==> src/hw/rtl/dxtd_pkg.sv <==
// shared types, constants and arithmetic helpers for the dxt block decoder
package dxtd_pkg;

  // default depth of the block queue between front and back
  localparam int QUEUE_DEPTH = 2;

  // configuration port
  localparam int CFG_AW = 3;
  localparam int CFG_DW = 32;
  localparam logic [0:0] REG_BLOCK_FORMAT = 1'b0;

  // block_format codes
  localparam logic [1:0] FMT_DXT1 = 2'd0;
  localparam logic [1:0] FMT_DXT3 = 2'd1;
  localparam logic [1:0] FMT_DXT5 = 2'd2;

  // reciprocal multipliers for the constant divisions
  localparam logic [21:0] W5_MUL  = 22'd2156535;  // 255 * ceil(2^18 / 31)
  localparam logic [22:0] W6_MUL  = 23'd4244475;  // 255 * ceil(2^20 / 63)
  localparam logic [12:0] DIV7_MUL = 13'd4682;    // ceil(2^15 / 7)
  localparam logic [11:0] DIV5_MUL = 12'd3277;    // ceil(2^14 / 5)
  localparam logic [9:0]  DIV3_MUL = 10'd683;     // ceil(2^11 / 3)

  // how the alpha byte of a pixel is formed
  typedef enum logic [1:0] {
    ALPHA_OPAQUE,
    ALPHA_EXPLICIT,
    ALPHA_INTERP
  } alpha_mode_t;

  // one decoded block, ready for the pixel sequencer
  typedef struct packed {
    logic [3:0][31:0] pal;
    logic [7:0][7:0]  alv;
    alpha_mode_t      mode;
    logic [31:0]      cidx;
    logic [63:0]      aw;
  } blk_entry_t;

  // 5-bit channel to 8 bits, v*255/31 truncated
  function automatic logic [7:0] widen5(input logic [4:0] v);
    logic [26:0] p;
    p = 27'(v) * 27'(W5_MUL);
    return p[25:18];
  endfunction

  // 6-bit channel to 8 bits, v*255/63 truncated
  function automatic logic [7:0] widen6(input logic [5:0] v);
    logic [28:0] p;
    p = 29'(v) * 29'(W6_MUL);
    return p[27:20];
  endfunction

  // rgb565 to rgb888
  function automatic logic [23:0] widen565(input logic [15:0] c);
    return {widen5(c[15:11]), widen6(c[10:5]), widen5(c[4:0])};
  endfunction

  // s/7 for s up to 1785
  function automatic logic [7:0] div7(input logic [10:0] s);
    logic [23:0] p;
    p = 24'(s) * 24'(DIV7_MUL);
    return p[22:15];
  endfunction

  // s/5 for s up to 1275
  function automatic logic [7:0] div5(input logic [10:0] s);
    logic [22:0] p;
    p = 23'(s) * 23'(DIV5_MUL);
    return p[21:14];
  endfunction

  // s/3 for s up to 765
  function automatic logic [7:0] div3(input logic [9:0] s);
    logic [19:0] p;
    p = 20'(s) * 20'(DIV3_MUL);
    return p[18:11];
  endfunction

endpackage

==> src/hw/rtl/dxtd_front.sv <==
// front part: accepts blocks, expands endpoints and builds palette and alpha levels
module dxtd_front (
  input  logic                 clk,
  input  logic                 rst_n,
  input  logic                 in_valid,
  output logic                 in_ready,
  input  logic [63:0]          alpha_word,
  input  logic [63:0]          color_word,
  input  logic [1:0]           block_format,
  input  logic                 q_full,
  output logic                 q_push,
  output dxtd_pkg::blk_entry_t q_entry
);

  logic                  a_valid_r, a_valid_nxt;
  logic [63:0]           a_aw_r, a_cw_r;
  dxtd_pkg::alpha_mode_t a_mode_r, a_mode_nxt;

  logic                  b_valid_r, b_valid_nxt;
  logic [23:0]           b_e0_r, b_e1_r;
  logic                  b_gt_r;
  logic [63:0]           b_aw_r;
  logic [31:0]           b_cidx_r;
  dxtd_pkg::alpha_mode_t b_mode_r;

  logic                  b_adv;
  logic                  a_load;
  logic                  four_col;
  logic [7:0]            a0, a1;
  logic [7:0][7:0]       alv;
  logic [23:0]           mix21, mix12, mid;

  // stage handshakes
  assign q_push   = b_valid_r && !q_full;
  assign b_adv    = !b_valid_r || !q_full;
  assign in_ready = !a_valid_r || b_adv;
  assign a_load   = in_valid && in_ready;

  // format to alpha handling, unused code decodes as dxt5
  always_comb begin
    case (block_format)
      dxtd_pkg::FMT_DXT1: a_mode_nxt = dxtd_pkg::ALPHA_OPAQUE;
      dxtd_pkg::FMT_DXT3: a_mode_nxt = dxtd_pkg::ALPHA_EXPLICIT;
      dxtd_pkg::FMT_DXT5: a_mode_nxt = dxtd_pkg::ALPHA_INTERP;
      default:            a_mode_nxt = dxtd_pkg::ALPHA_INTERP;
    endcase
  end

  assign a_valid_nxt = in_ready ? in_valid : a_valid_r;
  assign b_valid_nxt = b_adv ? a_valid_r : b_valid_r;

  // valid bits
  always_ff @(posedge clk) begin
    if (!rst_n) begin
      a_valid_r <= 1'b0;
      b_valid_r <= 1'b0;
    end else begin
      a_valid_r <= a_valid_nxt;
      b_valid_r <= b_valid_nxt;
    end
  end

  // stage a: capture the block
  always_ff @(posedge clk) begin
    if (a_load) begin
      a_aw_r   <= alpha_word;
      a_cw_r   <= color_word;
      a_mode_r <= a_mode_nxt;
    end
  end

  // stage b: expanded endpoints
  always_ff @(posedge clk) begin
    if (b_adv && a_valid_r) begin
      b_e0_r   <= dxtd_pkg::widen565(a_cw_r[15:0]);
      b_e1_r   <= dxtd_pkg::widen565(a_cw_r[31:16]);
      b_gt_r   <= a_cw_r[15:0] > a_cw_r[31:16];
      b_aw_r   <= a_aw_r;
      b_cidx_r <= a_cw_r[63:32];
      b_mode_r <= a_mode_r;
    end
  end

  // interpolated colors per channel
  always_comb begin
    for (int ch = 0; ch < 3; ch++) begin
      mix21[8*ch +: 8] = dxtd_pkg::div3(10'({b_e0_r[8*ch +: 8], 1'b0}) +
                                        10'(b_e1_r[8*ch +: 8]));
      mix12[8*ch +: 8] = dxtd_pkg::div3(10'(b_e0_r[8*ch +: 8]) +
                                        10'({b_e1_r[8*ch +: 8], 1'b0}));
      mid[8*ch +: 8]   = 8'((9'(b_e0_r[8*ch +: 8]) + 9'(b_e1_r[8*ch +: 8])) >> 1);
    end
  end

  // alpha levels
  assign a0 = b_aw_r[7:0];
  assign a1 = b_aw_r[15:8];

  always_comb begin
    alv[0] = a0;
    alv[1] = a1;
    for (int k = 2; k < 8; k++) begin
      if (a0 > a1) begin
        alv[k] = dxtd_pkg::div7(11'(8 - k) * 11'(a0) + 11'(k - 1) * 11'(a1));
      end else if (k < 6) begin
        alv[k] = dxtd_pkg::div5(11'(6 - k) * 11'(a0) + 11'(k - 1) * 11'(a1));
      end else if (k == 6) begin
        alv[k] = 8'h00;
      end else begin
        alv[k] = 8'hFF;
      end
    end
  end

  // palette and queue entry
  assign four_col = (b_mode_r != dxtd_pkg::ALPHA_OPAQUE) || b_gt_r;

  always_comb begin
    q_entry.pal[0] = {8'hFF, b_e0_r};
    q_entry.pal[1] = {8'hFF, b_e1_r};
    q_entry.pal[2] = four_col ? {8'hFF, mix21} : {8'hFF, mid};
    q_entry.pal[3] = four_col ? {8'hFF, mix12} : 32'h0000_0000;
    q_entry.alv    = alv;
    q_entry.mode   = b_mode_r;
    q_entry.cidx   = b_cidx_r;
    q_entry.aw     = b_aw_r;
  end

endmodule

==> src/hw/rtl/dxtd_queue.sv <==
// short block queue between front and back
module dxtd_queue #(
  parameter int DEPTH = dxtd_pkg::QUEUE_DEPTH
) (
  input  logic                 clk,
  input  logic                 rst_n,
  input  logic                 push,
  input  dxtd_pkg::blk_entry_t wr_entry,
  output logic                 full,
  input  logic                 pop,
  output logic                 head_valid,
  output dxtd_pkg::blk_entry_t head
);

  localparam int PTR_W = (DEPTH > 1) ? $clog2(DEPTH) : 1;
  localparam int CNT_W = $clog2(DEPTH + 1);

  dxtd_pkg::blk_entry_t mem [DEPTH];
  logic [PTR_W-1:0]     wr_ptr_r, wr_ptr_nxt;
  logic [PTR_W-1:0]     rd_ptr_r, rd_ptr_nxt;
  logic [CNT_W-1:0]     count_r, count_nxt;

  assign full       = (count_r == CNT_W'(DEPTH));
  assign head_valid = (count_r != '0);
  assign head       = mem[rd_ptr_r];

  // pointer and count updates
  always_comb begin
    wr_ptr_nxt = wr_ptr_r;
    rd_ptr_nxt = rd_ptr_r;
    count_nxt  = count_r;
    if (push) begin
      wr_ptr_nxt = (wr_ptr_r == PTR_W'(DEPTH - 1)) ? '0 : wr_ptr_r + 1'b1;
    end
    if (pop) begin
      rd_ptr_nxt = (rd_ptr_r == PTR_W'(DEPTH - 1)) ? '0 : rd_ptr_r + 1'b1;
    end
    if (push && !pop) begin
      count_nxt = count_r + 1'b1;
    end else if (pop && !push) begin
      count_nxt = count_r - 1'b1;
    end
  end

  always_ff @(posedge clk) begin
    if (!rst_n) begin
      wr_ptr_r <= '0;
      rd_ptr_r <= '0;
      count_r  <= '0;
    end else begin
      wr_ptr_r <= wr_ptr_nxt;
      rd_ptr_r <= rd_ptr_nxt;
      count_r  <= count_nxt;
    end
  end

  // entry storage
  always_ff @(posedge clk) begin
    if (push) begin
      mem[wr_ptr_r] <= wr_entry;
    end
  end

endmodule

==> src/hw/rtl/dxtd_back.sv <==
// back part: walks the sixteen pixels of the head block into the output register
module dxtd_back (
  input  logic                 clk,
  input  logic                 rst_n,
  input  logic                 head_valid,
  input  dxtd_pkg::blk_entry_t head,
  output logic                 pop,
  output logic                 out_valid,
  input  logic                 out_ready,
  output logic [31:0]          out_argb,
  output logic [3:0]           out_index,
  output logic                 out_last
);

  logic [3:0]  cnt_r, cnt_nxt;
  logic        out_valid_r, out_valid_nxt;
  logic [31:0] argb_r;
  logic [3:0]  index_r;
  logic        last_r;
  logic        load;
  logic [1:0]  ci;
  logic [3:0]  nib;
  logic [2:0]  ai;
  logic [31:0] px;
  logic [7:0]  alpha;

  // a pixel moves into the output register when it is empty or being taken
  assign load = head_valid && (!out_valid_r || out_ready);
  assign pop  = load && (cnt_r == 4'd15);

  // pixel selection
  assign ci  = head.cidx[2*cnt_r +: 2];
  assign nib = head.aw[4*cnt_r +: 4];
  assign ai  = head.aw[16 + 3*cnt_r +: 3];
  assign px  = head.pal[ci];

  always_comb begin
    case (head.mode)
      dxtd_pkg::ALPHA_OPAQUE:   alpha = px[31:24];
      dxtd_pkg::ALPHA_EXPLICIT: alpha = {nib, nib};
      dxtd_pkg::ALPHA_INTERP:   alpha = head.alv[ai];
      default:                  alpha = px[31:24];
    endcase
  end

  assign cnt_nxt       = load ? cnt_r + 1'b1 : cnt_r;
  assign out_valid_nxt = load ? 1'b1 : (out_ready ? 1'b0 : out_valid_r);

  always_ff @(posedge clk) begin
    if (!rst_n) begin
      cnt_r       <= '0;
      out_valid_r <= 1'b0;
    end else begin
      cnt_r       <= cnt_nxt;
      out_valid_r <= out_valid_nxt;
    end
  end

  // output register
  always_ff @(posedge clk) begin
    if (load) begin
      argb_r  <= {alpha, px[23:0]};
      index_r <= cnt_r;
      last_r  <= (cnt_r == 4'd15);
    end
  end

  assign out_valid = out_valid_r;
  assign out_argb  = argb_r;
  assign out_index = index_r;
  assign out_last  = last_r;

endmodule

==> src/hw/rtl/dxt_block_decoder.sv <==
// top level of the dxt1/dxt3/dxt5 block decoder
// a block passes stage a, stage b, the queue and the output register before its first pixel is valid
// throughput: one pixel per cycle while out_tready is high and a block is queued, set by the pixel sequencer
// on an output stall the queue holds the block being walked plus one more, and the two
// front stages hold two more before in_tready drops
// reset (synchronous, rst_n low) empties the pipeline and queue and sets block_format to dxt1
module dxt_block_decoder #(
  parameter int QUEUE_DEPTH = dxtd_pkg::QUEUE_DEPTH
) (
  input  logic                        clk,
  input  logic                        rst_n,
  // input blocks
  input  logic                        in_tvalid,
  output logic                        in_tready,
  input  logic [127:0]                in_tdata,   // alpha_word, color_word
  // decoded pixels
  output logic                        out_tvalid,
  input  logic                        out_tready,
  output logic [39:0]                 out_tdata,  // pixel_argb, pixel_index, zero pad
  output logic                        out_tlast,  // last_pixel
  // configuration
  input  logic                        cfg_psel,
  input  logic                        cfg_penable,
  input  logic                        cfg_pwrite,
  input  logic [dxtd_pkg::CFG_AW-1:0] cfg_paddr,
  input  logic [dxtd_pkg::CFG_DW-1:0] cfg_pwdata,
  output logic [dxtd_pkg::CFG_DW-1:0] cfg_prdata,
  output logic                        cfg_pready
);

  logic [1:0]           block_format_r, block_format_nxt;
  logic                 cfg_wr;
  logic                 q_push, q_full, q_pop, q_head_valid;
  dxtd_pkg::blk_entry_t q_wr_entry, q_head;
  logic [31:0]          pix_argb;
  logic [3:0]           pix_index;

  // configuration register
  assign cfg_pready = 1'b1;
  assign cfg_wr     = cfg_psel && cfg_penable && cfg_pwrite && cfg_pready &&
                      (cfg_paddr[2] == dxtd_pkg::REG_BLOCK_FORMAT);
  assign block_format_nxt = cfg_wr ? cfg_pwdata[1:0] : block_format_r;

  always_ff @(posedge clk) begin
    if (!rst_n) begin
      block_format_r <= dxtd_pkg::FMT_DXT1;
    end else begin
      block_format_r <= block_format_nxt;
    end
  end

  // register read
  always_comb begin
    cfg_prdata = '0;
    if (cfg_paddr[2] == dxtd_pkg::REG_BLOCK_FORMAT) begin
      cfg_prdata = {{(dxtd_pkg::CFG_DW-2){1'b0}}, block_format_r};
    end
  end

  dxtd_front u_front (
    .clk          (clk),
    .rst_n        (rst_n),
    .in_valid     (in_tvalid),
    .in_ready     (in_tready),
    .alpha_word   (in_tdata[63:0]),
    .color_word   (in_tdata[127:64]),
    .block_format (block_format_r),
    .q_full       (q_full),
    .q_push       (q_push),
    .q_entry      (q_wr_entry)
  );

  dxtd_queue #(
    .DEPTH (QUEUE_DEPTH)
  ) u_queue (
    .clk        (clk),
    .rst_n      (rst_n),
    .push       (q_push),
    .wr_entry   (q_wr_entry),
    .full       (q_full),
    .pop        (q_pop),
    .head_valid (q_head_valid),
    .head       (q_head)
  );

  dxtd_back u_back (
    .clk        (clk),
    .rst_n      (rst_n),
    .head_valid (q_head_valid),
    .head       (q_head),
    .pop        (q_pop),
    .out_valid  (out_tvalid),
    .out_ready  (out_tready),
    .out_argb   (pix_argb),
    .out_index  (pix_index),
    .out_last   (out_tlast)
  );

  assign out_tdata = {4'b0000, pix_index, pix_argb};

endmodule

==> config.mk <==
export PLATFORM = sky130hd
export DESIGN_NAME = dxt_block_decoder
export DESIGN_NICKNAME = d
export VERILOG_FILES = /design/src/hw/rtl/dxtd_pkg.sv /design/src/hw/rtl/dxtd_front.sv /design/src/hw/rtl/dxtd_queue.sv /design/src/hw/rtl/dxtd_back.sv /design/src/hw/rtl/dxt_block_decoder.sv
export SDC_FILE = /design/constraint.sdc
export NUM_CORES = 2
export LEC_CHECK = 0
export BUFFER_PORTS_ARGS = -buffer_cell sky130_fd_sc_hd__buf_2
export CORE_MARGIN = 2
export CORE_UTILIZATION = 55
export CTS_CLUSTER_DIAMETER = 30
export DETAILED_ROUTE_END_ITERATION = 6
export PLACE_DENSITY = 0.72
export SYNTH_ARGS = -nofsm -noshare
export SYNTH_HDL_FRONTEND = slang
export SYNTH_HIERARCHICAL = 1
export SYNTH_SLANG_ARGS = --single-unit
==> constraint.sdc <==
create_clock -name clk -period 15.7 [get_ports clk]
set_input_delay 2.355 -clock clk [delete_from_list [all_inputs] [get_ports clk]]
set_output_delay 2.355 -clock clk [all_outputs]
set_load 0.05 [all_outputs]
# Word-level counts from Yosys, hierarchy flattened
# Memories as Yosys holds them, arrays and structs flattened. A register that Yosys moved wholly into a read port is not among the register bits.
# Index checks and enable logic that the tools add are counted.
[op_classes] addsub=25 mul=29 n_lt_le_gt_ge=4 eq_ne=5 n_shift=3 n_mux=25 n_bitwise=1 n_reduce_logical=25
[ops] op="11-bit by 12-bit multiplier with 22-bit output (second input constant)" n=10
[ops] op="10-bit by 10-bit multiplier with 19-bit output (second input constant)" n=6
[ops] op="5-bit by 22-bit multiplier with 26-bit output (second input constant)" n=4
[ops] op="32-bit binary-select mux with 2-bit select" n=1
[ops] op="32-bit 2-to-1 mux" n=2
[ops] op="64-bit by 33-bit variable part select with 3-bit output" n=1
[ops] op="64-bit by 7-bit variable part select with 4-bit output" n=1
[ops] op="6-bit by 23-bit multiplier with 28-bit output (second input constant)" n=2
[ops] op="8-bit 2-to-1 mux" n=7
[ops] op="2-bit by 8-bit multiplier with 10-bit output (first input constant)" n=4
[ops] op="32-bit by 6-bit variable part select with 2-bit output" n=1
[ops] op="8-bit by 9-bit adder with 10-bit output" n=3
[ops] op="9-bit by 8-bit adder with 10-bit output" n=3
[ops] op="8-bit by 8-bit adder with 9-bit output" n=3
[ops] op="8-bit binary-select mux with 3-bit select" n=1
[ops] op="24-bit 2-to-1 mux" n=1
[ops] op="10-bit by 10-bit adder with 11-bit output" n=2
[ops] op="3-bit by 8-bit multiplier with 11-bit output (first input constant)" n=2
[ops] op="16-bit > comparator" n=1
[ops] op="8-bit case mux with 2 select lines" n=1
[ops] op="10-bit by 8-bit adder with 11-bit output" n=1
[ops] op="10-bit by 9-bit adder with 11-bit output" n=1
[ops] op="11-bit by 8-bit adder with 11-bit output" n=1
[ops] op="11-bit by 9-bit adder with 11-bit output" n=1
[ops] op="other kinds (25)" n=57
[totals] ff_bits=327 mem_bits_rw=532 input_bits=170 wordCells=138 n_memories=1
[memory_table] name="u_queue.mem" words=2 word_bits=266 read_ports=1 rd_ports_with_merged_regs=1 write_ports=1 line_no="dxtd_queue.sv:18" rtl="dxtd_pkg::blk_entry_t mem [DEPTH];"

# Longest topological paths before layout
[depth] word_depth=7 depth_mapped=33 depth_no_buf=33

# Cells and area by module
# Netlist, hierarchy kept.
[modules_own_cells] module="dxtd_front" instances=1 cells_each=4577 area_each_um2=48738.0
[modules_own_cells] module="dxtd_queue" instances=1 cells_each=924 area_each_um2=21508.1
[modules_own_cells] module="dxtd_back" instances=1 cells_each=310 area_each_um2=4135.2
[modules_own_cells] module="dxt_block_decoder" instances=1 cells_each=48 area_each_um2=376.6

# Least setup slack after synthesis
# Ideal clock, no wire load.
[synth_path] kind="register to register" start="reg u_queue.count_r[0]" end="reg u_queue.wr_ptr_r" arrival_time_ps=14307 required_time_ps=15582 slack_ps=1276 stages_incl_launch_ff=5 n_path_buf=0 path_cell_list="dfxtp_1 -> nor2b_1 -> nor2b_1 -> nor2b_1 -> o21a_1"
[synth_between] elab_chain_len=3
[synth_lines] item="start, declared" line_no="dxtd_queue.sv:21" rtl="logic [CNT_W-1:0] count_r, count_nxt;"
[synth_lines] item="start signal, assigned" line_no="dxtd_queue.sv:53" rtl="count_r <= count_nxt;"
[synth_lines] item="2-bit == test" line_no="dxtd_queue.sv:23" rtl="assign full = (count_r == CNT_W'(DEPTH));"
[synth_lines] item="named net q_full" line_no="dxt_block_decoder.sv:33" rtl="logic q_push, q_full, q_pop, q_head_valid;"
[synth_lines] item="1-bit logical NOT" line_no="dxtd_front.sv:34" rtl="assign q_push = b_valid_r && !q_full;"
[synth_lines] item="1-bit logical AND" line_no="dxtd_front.sv:34"
[synth_lines] item="named net q_push" line_no="dxt_block_decoder.sv:33"
[synth_lines] item="end signal, assigned" line_no="dxtd_queue.sv:51" rtl="wr_ptr_r <= wr_ptr_nxt;"
[synth_lines] item="end, declared" line_no="dxtd_queue.sv:19" rtl="logic [PTR_W-1:0] wr_ptr_r, wr_ptr_nxt;"
# The timed path passes the listed nets, and every way through them passes these cells.
# A chain may end at the register's enable or synchronous reset.

==> results.yml <==
critical_path:
  crit_top_cell: "fa_1"
  regToRegSetupSlack_ns: 6.76
  cp_num_buf_inv: 4
  cp_max_fo: 17
  crit_path_end_kind: "register"
  crit_slowest_cell: "a2111oi_0"
  slowest_delay_ns: 0.69
  reg2reg_depth: 29
  cp.arrival_ns: 9.42
  crit_type: "register to register"
  crit_family: "adder cells"
  startpoint_type: "register"
  r2r-start: "u_front/b_aw_r[9]$_DFFE_PP_"
  r2r_end: "u_queue/mem[1][136]$_DFFE_PP_"
  required_ns: 16.18
clock_network:
  cts_setup_buffers: 0
  clkSinkCount: 908
  path_clk_slew_ns: 0.05
  root_buffer: "clkbuf_16"
  cts_hold_buf: 0
  cts_buffers: 145
  htree_levels: 4
  clk_path_buf_depth: 3
  cts_resized: 0
  worst_skew_pair.late_latency_ns: 0.79
  cts_tree: "yes"
grt:
  overflow: 0
  track_usage_pct: 23.1
  grt_pass1_vias: 47600
  grt_pass1_wl_mm: 252
  grt_antenna_before_repair: 11
  grt_max_degree: 160
placement:
  gp_congestion: 0.869
  io_buffer_count: 178
  place.detailed.hpwl_mm: 118
synth:
  synth.yosys.seq_area_share_pct: 36.3
  synth.distinct_cells: 98
  avgSynthCellArea_um2: 12.8
  synth_edf_count: 894
  synth_ff_type: "edfxtp_1"
  synth_area_mm2: 0.0748
  synthArstFlopShare_pct: 0
  synthCells: 5859
  ys_seq_elements: 908
  synth_warnings: 6
sta:
  layout_worst_path_cycle_share_pct: 56.9
  maxSlewHeadroom_pct: 22.6
  hold_viol: 0
  finalSetupViolCount: 0
  rsz0062_at_grt: "no"
  tns_ns: 0
  fmax_mhz: 112
  min_period_ns: 8.94
  tightestPinTransition_ns: 1.16
  drv_slew: 0
  clock_skew_ns: 0.0623
floorplan:
  rows: 135
  pin_count: 246
  start_util_pct: 55.3
  dieWidth_um: 373
  dieHeight_um: 373
  die-area_mm2: 0.139
  coreArea_mm2: 0.135
flow_run:
  maxCapViolations: 0
detailed_routing:
  ant_nets: 0
  drc: 0
  vias: 44900
  finalWirelength_mm: 158
  post_drt_wl_per_cell_um: 19.7
  vias_per_cell: 5.59
  drtIter0Drc: 2718
  first_pass_iters: 5
finish:
  fin_nets: 8162
  final_cell_mix: "ha_1 (1385), edfxtp_1 (894), inv_1 (823), fa_1 (481), a21oi_1 (240)"
  drive_gt1_share_pct: 14.3
  final_common_cell: "ha_1"
  syn2layout_area_growth_pct: 10.5
worst_hold_path:
  hold_start: "u_front/a_aw_r[47]$_DFFE_PP_"
  min_path_type: "register to register"
  min_delay_path_depth: 0
  hold_end: "u_front/b_aw_r[47]$_DFFE_PP_"
outcome:
  outcome: "complete, no violations"
kinds of logic after synthesis:
kind of cell | after synthesis | synth area share, %
AO/OA/AOI/OAI | 762 | 6.71
XOR/XNOR | 320 | 3.77
adder cells (fa/ha/maj) | 1866 | 36.1
buffers and inverters | 985 | 5.59
flip-flops | 908 | 36.3
multiplexers | 409 | 7.57
other | 3 | 0.0151
AND/OR/NAND/NOR | 606 | 4.01
stage by stage:
| stage | std cells | utilization (%) | hold WS (ns) | worst slack (ns) | area, um^2 |
|---|---|---|---|---|---|
| 5_1_grt | 8032 | 61.2 | 0.414 | 6.13 | 82600 |
| 4_1_cts | 8032 | 61.2 | 0.405 | 6.77 | 82600 |
| 6_report | 8034 | 61.2 | 0.406 | 6.76 | 82600 |
| 3_3_place_gp | 7760 | 57.3 | 0.403 | 6.85 | 77500 |
| 2_1_floorplan | 5915 | - | 0.400 | 1.28 | 75000 |
| 3_5_place_dp | 7760 | 57.3 | 0.405 | 6.79 | 77500 |
flip-flops by register name, indices dropped and copies added, names as in the netlist, 4 cells and up, named ones only:
register and flops:
u_back/out_argb 32, u_back/cnt_r 4, u_front/b_e1_r 24, u_front/a_aw_r 64, u_front/b_cidx_r 32, u_front/b_aw_r 64, u_front/a_cw_r 64, u_queue/mem 580
u_front/b_e0_r 24, u_back/out_index 4
synthesized netlist by cell type (36+ instances only):
| cell type | count | area share (%) |
|---|---|---|
| ha_1 | 1385 | 23 |
| edfxtp_1 | 894 | 36 |
| inv_1 | 823 | 4.1 |
| fa_1 | 481 | 13 |
| a21oi_1 | 241 | 1.6 |
| xnor2_1 | 234 | 2.7 |
| mux2_2 | 213 | 3.2 |
| nor2_1 | 155 | 0.78 |
| nand2_1 | 137 | 0.69 |
| mux2_4 | 101 | 2.0 |
| o21ai_0 | 95 | 0.64 |
| buf_4 | 91 | 0.91 |
| a21o_1 | 89 | 0.89 |
| xor2_1 | 85 | 1.0 |
| o21bai_1 | 63 | 0.63 |
| nand3_1 | 58 | 0.39 |
| mux4_2 | 54 | 1.6 |
| nor3_1 | 52 | 0.35 |
| nor2b_1 | 44 | 0.37 |
| a211oi_1 | 36 | 0.36 |
| o21ai_1 | 36 | 0.24 |
layer usage:
layer  GRT usage, %  vias to the layer above  wire (um)
met5              0                        -         88
met1           29.8                    22200      67600
li1               -                    21400          -
met3           4.10                      317       8310
met4           8.82                       14       5530
met2           38.8                     1007      76300
area by class of cell:
class,count,area [um^2]
tap,1781,2230
fill,10400,52500
multi-input combinational,4022,43700
inverter,825,3100
clock inverter,113,1500
sequential,908,27100
timing repair buffer,224,1270
clock buffer,159,3690
antenna,2,5.00
worst max-delay path by stage:
stage                     cells after the start                            start  slack [ns]                            end
after floorplan                               4  u_queue/count_r[0]$_SDFFE_PN0P_        1.28  u_queue/wr_ptr_r$_SDFFE_PN0P_
after global placement                       29      u_front/b_aw_r[9]$_DFFE_PP_        6.85  u_queue/mem[0][136]$_DFFE_PP_
after detailed placement                     29      u_front/b_aw_r[9]$_DFFE_PP_        6.79  u_queue/mem[0][136]$_DFFE_PP_
after CTS                                    28     u_front/b_aw_r[10]$_DFFE_PP_        6.77  u_queue/mem[1][136]$_DFFE_PP_
after global routing                         29      u_front/b_aw_r[9]$_DFFE_PP_        6.13  u_queue/mem[1][136]$_DFFE_PP_
final                                        29      u_front/b_aw_r[9]$_DFFE_PP_        6.76  u_queue/mem[1][136]$_DFFE_PP_
Power is not shown: default switching activity piles up to over one toggle a cycle in this logic, so the estimate is an artifact.
